==> config.mk <==
export PLATFORM = sky130hd
export DESIGN_NAME = linear_probe_hash_set_unit
export DESIGN_NICKNAME = d
export VERILOG_FILES = /design/src/rtl/lphs_pkg.sv /design/src/rtl/lphs_mod.sv /design/src/rtl/linear_probe_hash_set_unit.sv
export VERILOG_INCLUDE_DIRS = /design/src /design/src/rtl
export SDC_FILE = /design/constraint.sdc
export NUM_CORES = 2
export LEC_CHECK = 0
export BUFFER_PORTS_ARGS = -buffer_cell sky130_fd_sc_hd__buf_2
export CAP_MARGIN = 10
export CORE_UTILIZATION = 30
export CTS_CLUSTER_SIZE = 30
export DETAILED_ROUTE_END_ITERATION = 8
export GPL_TIMING_DRIVEN = 0
export PLACE_DENSITY = 0.54
export SYNTH_ARGS = -nofsm -noshare
export SYNTH_HDL_FRONTEND = slang
export SYNTH_SLANG_ARGS = --single-unit
==> constraint.sdc <==
create_clock -name i_clk -period 18.37 [get_ports i_clk]
set_input_delay 0.9185 -clock i_clk [delete_from_list [all_inputs] [get_ports i_clk]]
set_output_delay 0.9185 -clock i_clk [all_outputs]
set_load 0.03 [all_outputs]
==> src/rtl/assert_macros.svh <==
// Assertion macros shared by the hash set RTL.
`ifndef ASSERT_MACROS_SVH
`define ASSERT_MACROS_SVH

// Same-cycle implication, checked at every clock edge outside reset.
`define ASSERT_HOLDS(lbl, ante, cons, msg) \
    lbl: assert property (@(posedge i_clk) disable iff (!i_rst_n) (ante) |-> (cons)) \
        else $error(msg);

// Next-cycle implication, checked at every clock edge outside reset.
`define ASSERT_NEXT(lbl, ante, cons, msg) \
    lbl: assert property (@(posedge i_clk) disable iff (!i_rst_n) (ante) |=> (cons)) \
        else $error(msg);

`endif

==> src/rtl/lphs_pkg.sv <==
// Types and constants of the linear probing hash set.
package lphs_pkg;

    // Fixed field widths
    localparam int TS_W    = 7;   // table size register and live size
    localparam int SLOT_W  = 6;   // reported slot
    localparam int OCC_W   = 7;   // occupancy count
    localparam int STAT_W  = 3;   // status code
    localparam int OUT_DW  = 16;  // status, slot, occupancy packed to bytes
    localparam int LOAD_W  = OCC_W + 4;

    // Load limit 0.7 as an exact integer ratio
    localparam int LOAD_NUM = 10;
    localparam int LOAD_DEN = 7;

    localparam logic [OCC_W-1:0] COUNT_MAX = '1;
    localparam logic [TS_W-1:0]  TS_RESET  = TS_W'(64);

    typedef logic [1:0]        t_mark;
    typedef logic [STAT_W-1:0] t_status;

    // Slot marks
    localparam t_mark MARK_EMPTY = 2'd0;
    localparam t_mark MARK_USED  = 2'd1;
    localparam t_mark MARK_DEAD  = 2'd2;

    // Result status codes
    localparam t_status ST_INSERTED = 3'd0;
    localparam t_status ST_LOAD     = 3'd1;
    localparam t_status ST_DUP      = 3'd2;
    localparam t_status ST_FULL     = 3'd3;
    localparam t_status ST_DELETED  = 3'd4;
    localparam t_status ST_MISSING  = 3'd5;

endpackage

==> src/rtl/lphs_mod.sv <==
// Bit-serial remainder unit: key modulo table size, one key bit per cycle.
module lphs_mod #(
    parameter int KEY_BITS = 31
) (
    input  logic                       i_clk,
    input  logic                       i_rst_n,
    input  logic                       i_start,
    input  logic [KEY_BITS-1:0]        i_dividend,
    input  logic [lphs_pkg::TS_W-1:0]  i_divisor,
    output logic                       o_done,
    output logic [lphs_pkg::TS_W-1:0]  o_rem
);
    import lphs_pkg::*;

    localparam int CW = $clog2(KEY_BITS + 1);

    logic                r_busy;
    logic                r_done;
    logic [CW-1:0]       r_cnt;
    logic [KEY_BITS-1:0] r_sh;
    logic [TS_W-1:0]     r_rem;
    logic [TS_W-1:0]     r_div;

    logic [TS_W:0]       w_trial;
    logic [TS_W:0]       w_diff;
    logic [TS_W-1:0]     n_rem;

    // One restoring step: bring in the next key bit, subtract if it fits
    always_comb begin
        w_trial = {r_rem, r_sh[KEY_BITS-1]};
        w_diff  = w_trial - {1'b0, r_div};
        if (w_trial >= {1'b0, r_div}) begin
            n_rem = w_diff[TS_W-1:0];
        end else begin
            n_rem = w_trial[TS_W-1:0];
        end
    end

    // Control: load on start, count down the key bits
    always_ff @(posedge i_clk) begin
        if (!i_rst_n) begin
            r_busy <= 1'b0;
            r_done <= 1'b0;
            r_cnt  <= '0;
        end else begin
            r_done <= 1'b0;
            if (i_start) begin
                r_busy <= 1'b1;
                r_cnt  <= CW'(KEY_BITS);
            end else if (r_busy) begin
                r_cnt <= r_cnt - CW'(1);
                if (r_cnt == CW'(1)) begin
                    r_busy <= 1'b0;
                    r_done <= 1'b1;
                end
            end
        end
    end

    // Datapath: shift the dividend out, update the partial remainder
    always_ff @(posedge i_clk) begin
        if (i_start) begin
            r_sh  <= i_dividend;
            r_rem <= '0;
            r_div <= i_divisor;
        end else if (r_busy) begin
            r_sh  <= {r_sh[KEY_BITS-2:0], 1'b0};
            r_rem <= n_rem;
        end
    end

    assign o_done = r_done;
    assign o_rem  = r_rem;

`include "assert_macros.svh"

    `ASSERT_HOLDS(a_rem_in_range, r_done, r_rem < r_div, "remainder not below divisor")
    `ASSERT_NEXT(a_start_busy, i_start, r_busy, "start did not begin the division")
    `ASSERT_HOLDS(a_done_idle, r_done, !r_busy, "done raised while still dividing")

endmodule

==> src/rtl/linear_probe_hash_set_unit.sv <==
// Top level of the linear probing hash set: sequencer, slot memory and ports.
//
// Open-addressed hash set of keys with linear probing and tombstones. Each
// request on the slave stream (tuser: 1 insert, 0 delete; tdata: key) gives
// one result on the master stream. After reset the block first clears the slot
// memory, one slot per cycle, all CAPACITY slots, with s_axis_tready low; the
// table_size register can be written at any time but should only change while
// the block is idle. One request at a time: the home slot comes from a
// bit-serial remainder unit taking one key bit per cycle, and the probe walk
// then reads one slot per cycle from the slot memory, probing 1 up to
// table_size slots. An insert turned away by the 0.7 load limit skips the
// remainder unit and the probe walk. The next request is taken while a
// result still waits in the output register.
module linear_probe_hash_set_unit #(
    parameter int  CAPACITY = 64,
    parameter int  KEY_BITS = 31,
    localparam int IN_DW    = ((KEY_BITS + 7) / 8) * 8
) (
    input  logic                          i_clk,
    input  logic                          i_rst_n,
    // Table size register write channel
    input  logic                          i_cfg_valid,
    output logic                          o_cfg_ready,
    input  logic [lphs_pkg::TS_W-1:0]     i_cfg_data,
    // Request stream
    input  logic                          s_axis_tvalid,
    output logic                          s_axis_tready,
    input  logic [IN_DW-1:0]              s_axis_tdata,   // key, zero padded
    input  logic                          s_axis_tuser,   // operation
    // Result stream
    output logic                          m_axis_tvalid,
    input  logic                          m_axis_tready,
    output logic [lphs_pkg::OUT_DW-1:0]   m_axis_tdata    // status, slot, occupancy
);
    import lphs_pkg::*;

    localparam int AW      = (CAPACITY > 1) ? $clog2(CAPACITY) : 1;
    localparam int XW      = AW + TS_W;
    localparam int CAP_CLIP = (CAPACITY > 127) ? 127 : CAPACITY;

    // Sequencer states
    localparam logic [2:0] S_CLEAR = 3'd0;
    localparam logic [2:0] S_IDLE  = 3'd1;
    localparam logic [2:0] S_HASH  = 3'd2;
    localparam logic [2:0] S_PROBE = 3'd3;
    localparam logic [2:0] S_POST  = 3'd4;

    // Slot memory
    t_mark               r_mem_mark [CAPACITY];
    logic [KEY_BITS-1:0] r_mem_key  [CAPACITY];

    logic [2:0]          r_state;
    logic [TS_W-1:0]     r_table_size;
    logic [OCC_W-1:0]    r_count;
    logic [AW-1:0]       r_clr_addr;

    logic                r_op;
    logic [KEY_BITS-1:0] r_key;
    logic [TS_W-1:0]     r_size;
    logic [TS_W-1:0]     r_at;
    logic [TS_W-1:0]     r_left;
    logic                r_have_dead;
    logic [TS_W-1:0]     r_dead_at;

    logic                r_rd_vld;
    logic                r_rd_last;
    logic [TS_W-1:0]     r_rd_at;
    t_mark               r_rd_mark;
    logic [KEY_BITS-1:0] r_rd_key;

    t_status             r_res_status;
    logic [SLOT_W-1:0]   r_res_slot;
    logic                r_out_vld;
    logic [OUT_DW-1:0]   r_out_data;

    logic                w_accept;
    logic [TS_W-1:0]     w_live;
    logic                w_load_fail;
    logic [LOAD_W-1:0]   w_load_lhs;
    logic [LOAD_W-1:0]   w_load_rhs;
    logic                w_mod_start;
    logic                w_mod_done;
    logic [TS_W-1:0]     w_home;
    logic                w_out_free;

    logic                w_rd_en;
    logic [AW-1:0]       w_rd_addr;
    logic [XW-1:0]       w_rd_wide;
    logic [TS_W-1:0]     n_at;

    logic                w_fin;
    t_status             w_fin_status;
    logic [TS_W-1:0]     w_fin_slot;
    logic                w_upd_en;
    t_mark               w_upd_mark;
    logic [KEY_BITS-1:0] w_upd_key;
    logic [TS_W-1:0]     w_upd_at;
    logic [OCC_W-1:0]    n_count;
    logic                n_have_dead;
    logic [TS_W-1:0]     n_dead_at;
    logic                w_key_eq;

    logic                w_wr_en;
    logic [AW-1:0]       w_wr_addr;
    logic [XW-1:0]       w_wr_wide;
    t_mark               w_wr_mark;
    logic [KEY_BITS-1:0] w_wr_key;

    assign o_cfg_ready   = 1'b1;
    assign s_axis_tready = (r_state == S_IDLE);
    assign w_accept      = s_axis_tvalid && s_axis_tready;
    assign w_out_free    = !r_out_vld || m_axis_tready;

    // Clip the table size to 1 .. CAPACITY
    always_comb begin
        if (r_table_size == '0) begin
            w_live = TS_W'(1);
        end else if (r_table_size > TS_W'(CAP_CLIP)) begin
            w_live = TS_W'(CAP_CLIP);
        end else begin
            w_live = r_table_size;
        end
    end

    // Load limit: 10 * (count + 1) > 7 * size
    assign w_load_lhs  = (LOAD_W'(r_count) + LOAD_W'(1)) * LOAD_W'(LOAD_NUM);
    assign w_load_rhs  = LOAD_W'(w_live) * LOAD_W'(LOAD_DEN);
    assign w_load_fail = w_load_lhs > w_load_rhs;
    assign w_mod_start = w_accept && !(s_axis_tuser && w_load_fail);

    lphs_mod #(
        .KEY_BITS (KEY_BITS)
    ) u_mod (
        .i_clk      (i_clk),
        .i_rst_n    (i_rst_n),
        .i_start    (w_mod_start),
        .i_dividend (s_axis_tdata[KEY_BITS-1:0]),
        .i_divisor  (w_live),
        .o_done     (w_mod_done),
        .o_rem      (w_home)
    );

    // Probe read address and wrap-around step
    assign w_rd_en   = (r_state == S_PROBE) && (r_left != '0) && !w_fin;
    assign w_rd_wide = XW'(r_at);
    assign w_rd_addr = w_rd_wide[AW-1:0];
    assign n_at      = (r_at == r_size - TS_W'(1)) ? '0 : r_at + TS_W'(1);
    assign w_key_eq  = (r_rd_key == r_key);

    // Evaluate the slot read back in the previous cycle
    always_comb begin
        w_fin        = 1'b0;
        w_fin_status = ST_MISSING;
        w_fin_slot   = '0;
        w_upd_en     = 1'b0;
        w_upd_mark   = MARK_USED;
        w_upd_key    = r_key;
        w_upd_at     = r_rd_at;
        n_count      = r_count;
        n_have_dead  = r_have_dead;
        n_dead_at    = r_dead_at;
        if ((r_state == S_PROBE) && r_rd_vld) begin
            if (r_op) begin
                if (r_rd_mark == MARK_DEAD && !r_have_dead) begin
                    n_have_dead = 1'b1;
                    n_dead_at   = r_rd_at;
                end
                priority if (r_rd_mark == MARK_EMPTY) begin
                    w_fin        = 1'b1;
                    w_fin_status = ST_INSERTED;
                    w_upd_en     = 1'b1;
                    w_upd_at     = r_have_dead ? r_dead_at : r_rd_at;
                end else if (r_rd_mark == MARK_USED && w_key_eq) begin
                    w_fin        = 1'b1;
                    w_fin_status = ST_DUP;
                end else if (r_rd_last) begin
                    w_fin = 1'b1;
                    if (n_have_dead) begin
                        w_fin_status = ST_INSERTED;
                        w_upd_en     = 1'b1;
                        w_upd_at     = n_dead_at;
                    end else begin
                        w_fin_status = ST_FULL;
                    end
                end else begin
                    // Another key or a tombstone: keep walking
                end
                if (w_upd_en) begin
                    w_fin_slot = w_upd_at;
                    if (r_count != COUNT_MAX) begin
                        n_count = r_count + OCC_W'(1);
                    end
                end
            end else begin
                priority if (r_rd_mark == MARK_EMPTY) begin
                    w_fin        = 1'b1;
                    w_fin_status = ST_MISSING;
                end else if (r_rd_mark == MARK_USED && w_key_eq) begin
                    w_fin        = 1'b1;
                    w_fin_status = ST_DELETED;
                    w_fin_slot   = r_rd_at;
                    w_upd_en     = 1'b1;
                    w_upd_mark   = MARK_DEAD;
                    w_upd_key    = '0;
                    if (r_count != '0) begin
                        n_count = r_count - OCC_W'(1);
                    end
                end else if (r_rd_last) begin
                    w_fin        = 1'b1;
                    w_fin_status = ST_MISSING;
                end else begin
                    // Another key or a tombstone: keep walking
                end
            end
        end
    end

    // Memory write port: clearing pass or the slot that a request changes
    assign w_wr_en   = (r_state == S_CLEAR) || w_upd_en;
    assign w_wr_wide = XW'(w_upd_at);
    assign w_wr_addr = (r_state == S_CLEAR) ? r_clr_addr : w_wr_wide[AW-1:0];
    assign w_wr_mark = (r_state == S_CLEAR) ? MARK_EMPTY : w_upd_mark;
    assign w_wr_key  = (r_state == S_CLEAR) ? '0 : w_upd_key;

    // Slot memory: one write and one registered read per cycle
    always_ff @(posedge i_clk) begin
        if (w_wr_en) begin
            r_mem_mark[w_wr_addr] <= w_wr_mark;
            r_mem_key[w_wr_addr]  <= w_wr_key;
        end
        if (w_rd_en) begin
            r_rd_mark <= r_mem_mark[w_rd_addr];
            r_rd_key  <= r_mem_key[w_rd_addr];
        end
    end

    // Table size register
    always_ff @(posedge i_clk) begin
        if (!i_rst_n) begin
            r_table_size <= TS_RESET;
        end else if (i_cfg_valid && o_cfg_ready) begin
            r_table_size <= i_cfg_data;
        end
    end

    // Sequencer
    always_ff @(posedge i_clk) begin
        if (!i_rst_n) begin
            r_state    <= S_CLEAR;
            r_clr_addr <= '0;
            r_count    <= '0;
            r_rd_vld   <= 1'b0;
        end else begin
            unique case (r_state)
                S_CLEAR: begin
                    r_clr_addr <= r_clr_addr + AW'(1);
                    if (r_clr_addr == AW'(CAPACITY - 1)) begin
                        r_state <= S_IDLE;
                    end
                end
                S_IDLE: begin
                    if (w_accept) begin
                        if (s_axis_tuser && w_load_fail) begin
                            r_res_status <= ST_LOAD;
                            r_res_slot   <= '0;
                            r_state      <= S_POST;
                        end else begin
                            r_state <= S_HASH;
                        end
                    end
                end
                S_HASH: begin
                    if (w_mod_done) begin
                        r_at        <= w_home;
                        r_left      <= r_size;
                        r_have_dead <= 1'b0;
                        r_rd_vld    <= 1'b0;
                        r_state     <= S_PROBE;
                    end
                end
                S_PROBE: begin
                    // No read is issued in the finishing cycle, so valid drops
                    r_rd_vld    <= w_rd_en;
                    r_have_dead <= n_have_dead;
                    r_dead_at   <= n_dead_at;
                    r_count     <= n_count;
                    if (w_rd_en) begin
                        r_rd_at   <= r_at;
                        r_rd_last <= (r_left == TS_W'(1));
                        r_at      <= n_at;
                        r_left    <= r_left - TS_W'(1);
                    end
                    if (w_fin) begin
                        r_res_status <= w_fin_status;
                        r_res_slot   <= w_fin_slot[SLOT_W-1:0];
                        r_state      <= S_POST;
                    end
                end
                S_POST: begin
                    if (w_out_free) begin
                        r_state <= S_IDLE;
                    end
                end
                default: begin
                    r_state <= S_IDLE;
                end
            endcase
        end
    end

    // Capture the request
    always_ff @(posedge i_clk) begin
        if (w_accept) begin
            r_op   <= s_axis_tuser;
            r_key  <= s_axis_tdata[KEY_BITS-1:0];
            r_size <= w_live;
        end
    end

    // Output register: load the finished result, drop it when taken
    always_ff @(posedge i_clk) begin
        if (!i_rst_n) begin
            r_out_vld <= 1'b0;
        end else if ((r_state == S_POST) && w_out_free) begin
            r_out_vld  <= 1'b1;
            r_out_data <= {r_count, r_res_slot, r_res_status};
        end else if (m_axis_tready) begin
            r_out_vld <= 1'b0;
        end
    end

    assign m_axis_tvalid = r_out_vld;
    assign m_axis_tdata  = r_out_data;

`include "assert_macros.svh"

    `ASSERT_HOLDS(a_probe_in_range, r_state == S_PROBE, r_at < r_size,
                  "probe slot beyond table size")
    `ASSERT_HOLDS(a_eval_in_range, (r_state == S_PROBE) && r_rd_vld, r_rd_at < r_size,
                  "evaluated slot beyond table size")
    `ASSERT_HOLDS(a_write_phase, w_wr_en, (r_state == S_CLEAR) || (r_state == S_PROBE),
                  "slot memory written outside clear or probe")
    `ASSERT_HOLDS(a_no_change_slot,
                  (r_state == S_POST) && ((r_res_status == ST_LOAD) ||
                  (r_res_status == ST_DUP) || (r_res_status == ST_FULL) ||
                  (r_res_status == ST_MISSING)),
                  r_res_slot == '0, "unchanged table reported a slot")

endmodule

Word level (Yosys, flattened, before mapping). Memories as Yosys holds them, arrays and structs flattened. A register that Yosys moved wholly into a read port is not among the register bits. Index checks and enable logic that the tools add are counted.

Output and inout port bits: 19. Word-level logic and storage cells: 199. Memories kept: 2. Input port bits: 45. RAM bits: 2112. Register bits: 171.

Memory list: r_mem_key (depth 64, width 31, rd ports 1, clocked after Yosys merged registers in 1, wr ports 1, RTL line linear_probe_hash_set_unit.sv:50) `logic [KEY_BITS-1:0] r_mem_key [CAPACITY];`; r_mem_mark (depth 64, width 2, rd ports 1, clocked after Yosys merged registers in 1, wr ports 1, RTL line linear_probe_hash_set_unit.sv:49) `t_mark r_mem_mark [CAPACITY];`.

$lt $le $gt $ge: 3. Multipliers: 2. Mux-type cells: 97. Equality and inequality tests: 24. Bitwise gates (word level): 2. $add $sub $neg: 9. Reductions and logical operators: 36.

Operator list (count): $mux W31 (7); $mux W7 (15); $mux W6 (16); $mux W3 (14); $eq A31 B31 Y1 (1); $mux W1 (30); $pmux W7 S2 (2); $sub A7 B1 Y7 const B (3); $pmux W3 S5 (1); $reduce_and A5 Y1 (3); $add A7 B1 Y7 const B (2); $ne A2 B1 Y1 const B (7); $reduce_bool A7 Y1 (2); $mux W2 (6); $pmux W6 S2 (1); $reduce_bool A2 Y1 (6); $gt A11 B10 Y1 (1); $mul A7 B3 Y10 const B (1); $mul A8 B3 Y10 const B (1); $mux W5 (2); $ne A2 B2 Y1 const B (5); $logic_and A1 B1 Y1 (9); $add A7 B1 Y8 const B (1); $ge A8 B7 Y1 (1); 27 further kinds (36).

Logic depth before layout (Yosys ltp).
Word-level depth: 16. Depth in mapped cells: 25. Depth with buffers taken out: 23.

Hierarchy. Synthesis repeated with hierarchy kept, for this count alone.

Cell total of the unflattened synthesis: 3936. Area, all modules: 90830.9 um2.

By module, submodules not included: linear_probe_hash_set_unit (area each 88280.9 um2, seq. area each 67674.9 um2, cells each 3739, times used 1); lphs_mod (area each 2549.9 um2, seq. area each 1421.4 um2, cells each 197, times used 1).

Worst setup path after synthesis. No wires, ideal clock.

Kind: register to register. From: register r_rd_mark[1], read port of r_mem_mark. To: memory r_mem_key[0][21], data pin. Setup time: 440 ps. Arrival time: 5391 ps. Data required time: 17930 ps. Clock period less this slack: 5830 ps. Cell stages (with the launch flop): 9. Path slack: 12540 ps. Buffers on the path: 1. Path through: edfxtp_1 > and2b_1 > nand4_1 > nor4_1 > nand2_1 > nor3_1 > nor2_1 > clkbuf_1 > and2_1.

Longest elaborated chain between the ends: 7. Elaborated cells on any way between the ends: 8. Classes of those cells: 1 x eq/ne; 5 x mux; 2 x reduce/logical.

Ends and longest elaborated chain: start: declaration (RTL line linear_probe_hash_set_unit.sv:68) `t_mark r_rd_mark;`; $eq A2 B1 Y1 (RTL line linear_probe_hash_set_unit.sv:198) `end else if (r_rd_mark == MARK_USED && w_key_eq) begin`; $logic_and A1 B1 Y1 (RTL line linear_probe_hash_set_unit.sv:198); $mux W31 (RTL line linear_probe_hash_set_unit.sv:198); $mux W31 (*) (RTL line linear_probe_hash_set_unit.sv:195) `priority if (r_rd_mark == MARK_EMPTY) begin`; $mux W31 (*) (RTL line linear_probe_hash_set_unit.sv:163) `if (r_op) begin`; $mux W31 (*) (RTL line linear_probe_hash_set_unit.sv:162) `if ((r_state == S_PROBE) && r_rd_vld) begin`; $mux W31 (*) (RTL line linear_probe_hash_set_unit.sv:223) `assign w_wr_key = (r_state == S_CLEAR) ? '0 : w_upd_key;`; via w_wr_key[21] (RTL line linear_probe_hash_set_unit.sv:107) `logic [KEY_BITS-1:0] w_wr_key;`; end: declaration (RTL line linear_probe_hash_set_unit.sv:50).

The timed path passes the listed nets; every way through them passes the cells marked *.

Worst setup path in the final report.
From: register r_table_size[1]. To: register u_mod.r_sh[12], enable pin.

Longest elaborated chain between the ends: 9. Elaborated cells on any way between the ends: 10. Classes of those cells: 1 x mul; 2 x order compare; 2 x mux; 5 x reduce/logical.

Ends and longest elaborated chain: start: declaration (RTL line linear_probe_hash_set_unit.sv:53) `logic [TS_W-1:0] r_table_size;`; start signal: assignment (RTL line linear_probe_hash_set_unit.sv:242) `r_table_size <= i_cfg_data;`; $gt A7 B7 Y1 (RTL line linear_probe_hash_set_unit.sv:118) `end else if (r_table_size > TS_W'(CAP_CLIP)) begin`; $mux W7 (RTL line linear_probe_hash_set_unit.sv:118); $mux W7 (*) (RTL line linear_probe_hash_set_unit.sv:116) `if (r_table_size == '0) begin`; via u_mod.i_divisor (one bit) (RTL line lphs_mod.sv:9) `input logic [lphs_pkg::TS_W-1:0] i_divisor,`; $mul A7 B3 Y10 (*) (RTL line linear_probe_hash_set_unit.sv:127) `assign w_load_rhs = LOAD_W'(w_live) * LOAD_W'(LOAD_DEN);`; $gt A11 B10 Y1 (*) (RTL line linear_probe_hash_set_unit.sv:128) `assign w_load_fail = w_load_lhs > w_load_rhs;`; $logic_and A1 B1 Y1 (*) (RTL line linear_probe_hash_set_unit.sv:129) `assign w_mod_start = w_accept && !(s_axis_tuser && w_load_fail);`; $logic_not A1 Y1 (*) (RTL line linear_probe_hash_set_unit.sv:129); $logic_and A1 B1 Y1 (*) (RTL line linear_probe_hash_set_unit.sv:129); $reduce_bool A2 Y1 (no line) (*); end signal: assignment (RTL line lphs_mod.sv:63) `r_sh <= i_dividend;`; end signal: assignment (RTL line lphs_mod.sv:67) `r_sh <= {r_sh[KEY_BITS-2:0], 1'b0};`; end: declaration (RTL line lphs_mod.sv:20) `logic [KEY_BITS-1:0] r_sh;`.

Marked as above. A chain may end at the register's enable or synchronous reset.

==> key figures <==
Logic synthesis
  – EDFF count, synth: between 2,000 and 2,500
  – Synth Flop Type: edfxtp_1
  – Asr flop ratio synth: 0%
  – Mean Syn Cell Area: 23.1 sq um
  – Number of synthesized register bits: between 2,000 and 2,500
  – Synth Instances: between 3,000 and 4,000
  – Xor/xnor share of the synthesized area: less than 1%
  – Synth Warn #: 0
  – Main combinational cell family by area after synthesis: multiplexers
  – Mapped Area: approximately 90,000 sq um
  – Post-Synth Simple-Gate Area: 1.78%
  – Post-synthesis cell type count: 62
  – Post-Synth Adder-Cell Area: 0.880%
  – Complex-gate fraction of the synthesized area: around 1.0%
  – Register area share after synthesis: 76.6%
  – Post-Syn Nets: 4,003
  – Multiplexer share of the synthesized area: between 10% and 20%

Finish
  – Final Net Count: 4,416
  – Area occupied by multi-input gates: approximately 21,000 sq um
  – Share of cells above drive strength 1: 31.1%
  – Fill cells: about 27,000
  – Final instance area: around 110,000 sq um
  – Most frequent cells in the layout: edfxtp_1 (2,275), mux4_2 (693), clkbuf_16 (235)
  – Most common cell after layout, fill and taps aside: edfxtp_1
  – Area Overhead vs Synth: 17.2%
  – Register area: 69,100 sq um

Worst hold path
  – Hold Path Class: input pin to register
  – Min-delay src: s_axis_tuser

Setup path
  – CP startpoint kind: register
  – Slowest cell on crit path: or2_2
  – Family with the most delay on the worst path: simple AND/OR/NAND/NOR gates
  – Crit-path max FO: 31
  – Worst EP arrival: slightly above 7000 ps
  – R2r startpoint: r_table_size[1]$_SDFFE_PN0P_
  – CP peak stage delay: a little over 800 ps
  – CP required: about 19,000 ps
  – WP buf/inv: 6
  – Setup crit end kind: register
  – CP Class: register to register
  – Crit path launch: r_table_size[1]$_SDFFE_PN0P_

Route
  – Residual DRC: 0
  – Top Layer Used: met5
  – Met3 WL post-DR: 20,100 um
  – Final WL: ~250,000 um
  – Metal2 WL: 119,000 um
  – DRC violation total after the first TritonRoute iteration: roughly 5,700
  – Vias: 43,200
  – Final ANT Viol Nets: 0
  – Post-DR vias/cell: around 5.1
  – Iteration count of the initial detailed-routing pass: 5
  – WL per Instance: between 20 and 30 um
  – Met1 WL: between 100,000 and 150,000 um

Global routing
  – GR Overflow Total: 0
  – First-pass GRT wire length: approximately 350,000 um
  – Number of global-route vias before repair: between 40,000 and 50,000
  – Initial antenna violation count: 16
  – Pin count of the biggest net entering global routing: 65
  – GRT Total Usage: between 10% and 20%

STA
  – Final hold vios: 0
  – Unrepaired setup endpoints after global routing: no
  – Max Freq: approximately 150 MHz
  – Setup Skew: 46.0 ps
  – Relative slew slack: 11.1%
  – Pins Over Slew Limit: 0
  – Setup TNS: 0 ps
  – Period utilization: about 36%
  – Tmin final: 6680 ps
  – Final-report setup violation count: 0
  – Slew @ Worst Pin: 1330 ps

Clock network
  – Worst-Skew Late Latency: 890 ps
  – CTS root buf: clkbuf_16
  – Num CTS Buffers: approximately 230
  – Clk buf depth: 3
  – # hold bufs at CTS: 0
  – Postcts setup bufs: 0
  – Clock sinks: around 2,300
  – CTS clk-pin slew, worst paths: approximately 70 ps
  – CTS tree: yes
  – H-tree depth: 4
  – Post-CTS sizing: 0

Die
  – I/O pin count: 64
  – Row count: 200
  – Die Wd: roughly 550 um
  – Die Y: between 500 and 600 um
  – Core area: around 300,000 sq um
  – Die area: roughly 300,000 sq um
  – Initial Util: 30.3%

Status
  – Status: complete, no violations

Flow run
  – Max-Cap Viols: 0

Place
  – GP Congestion: 0.848
  – PortBufs: 60
  – HPWL after DPL: ~170,000 um
  – Placement-stage cell area: a little under 100,000 sq um

Power
  – Pwr per Cell Area: roughly 100 nW/um^2
  – Maximum VDD drop: approximately 110 uV
  – Leakage power: between 30 and 40 nW
==> report_power, final <==
| part | leakage [nW] | internal (mW) | switching (mW) |
|---|---|---|---|
| sequential | 20.4 | 5.75 | 0.0110 |
| clock | 3.63 | 2.64 | 2.03 |
| combinational | 8.04 | 0.0426 | 0.0769 |
==> path summary, 6_finish.rpt <==
| path | slack (ps) | depth (start not counted) | endpoint |
|---|---|---|---|
| min reg2reg | 430 | 0 | m_axis_tdata[7]$_DFFE_PP_ |
| max | 11690 | 25 | u_mod.r_sh[12]$_DFFE_PP_ |
| max reg2reg | 11690 | 25 | u_mod.r_sh[12]$_DFFE_PP_ |
| min | 240 | 1 | r_op$_DFFE_PP_ |
==> sequential cells by signal, summed over array words and instances, names as in the netlist, 2 cells and up, named ones only <==
| signal | cells |
|---|---|
| r_size | 7 |
| r_at | 7 |
| r_rd_mark | 2 |
| m_axis_tdata | 16 |
| r_table_size | 7 |
| u_mod.r_div | 7 |
| u_mod.r_sh | 31 |
| r_left | 7 |
| r_count | 7 |
| r_mem_mark | 128 |
| r_clr_addr | 6 |
| r_key | 31 |
| r_res_status | 3 |
| u_mod.o_rem | 7 |
| r_rd_at | 6 |
| r_rd_key | 31 |
| r_state | 3 |
| r_res_slot | 6 |
| u_mod.r_cnt | 5 |
| r_mem_key | 1984 |
==> cell type report <==
cell class              count  area share [%]
clock inverters           153            1.30
multi-input cells        1338            19.5
inverters                  59           0.209
plain buffers             189           0.761
repair buffers            178            2.45
diodes                     10          0.0237
clock buffers             281            5.73
flip-flops and latches   2314            65.4
well taps                3939            4.66
==> logic make-up (layout without fill, tap and decap cells) <==
logic type / count (synthesis) / count (layout)
other: 1 / 11
AND/OR/NAND/NOR: 322 / 322
AO/OA/AOI/OAI: 144 / 144
multiplexers: 734 / 734
flip-flops: 2314 / 2314
XOR/XNOR: 79 / 79
adder cells (fa/ha/maj): 58 / 58
buffers and inverters: 248 / 860
==> cell usage after synthesis, drive strengths merged, types with 6 or more instances <==
| master | instances | area, sq um |
|---|---|---|
| a21o | 12 | 90.1 |
| a21oi | 41 | 205 |
| and2 | 37 | 231 |
| and3 | 7 | 43.8 |
| buf | 82 | 392 |
| clkbuf | 107 | 402 |
| dfxtp | 39 | 781 |
| edfxtp | 2275 | 68300 |
| fa | 9 | 180 |
| ha | 49 | 613 |
| inv | 58 | 218 |
| mux2 | 31 | 349 |
| mux2i | 10 | 100 |
| mux4 | 693 | 15600 |
| nand2 | 52 | 195 |
| nand2b | 6 | 37.5 |
| nand3 | 33 | 165 |
| nand4 | 25 | 156 |
| nor2 | 108 | 422 |
| nor2b | 7 | 43.8 |
| nor3 | 13 | 65.1 |
| nor4 | 6 | 37.5 |
| o211ai | 10 | 85.1 |
| o21a | 11 | 82.6 |
| o21ai | 34 | 170 |
| or3 | 8 | 50.1 |
| xnor2 | 61 | 534 |
| xor2 | 18 | 158 |
==> stage by stage <==
stage / std cells / setup slack, ps / total power, mW / hold WS (ps) / utilization [%]
2_1_floorplan: 3900 / 12540 / 5.92 / 400 / -
3_3_place_gp: 7899 / 7330 / 5.97 / 413 / 32.0
3_5_place_dp: 8012 / 11700 / 5.99 / 420 / 32.9
4_1_cts: 8446 / 11610 / 10.6 / 171 / 35.4
5_1_grt: 8452 / 11130 / 10.8 / 220 / 35.5
6_report: 8461 / 11690 / 10.5 / 243 / 35.5
==> layer usage <==
layer	vias to the layer above	GRT usage [%]
met5	-	0
met4	4	6.06
met3	384	3.71
met2	1718	26.7
met1	23700	22.4
li1	17400	-
(Power assumes the default switching activity.)
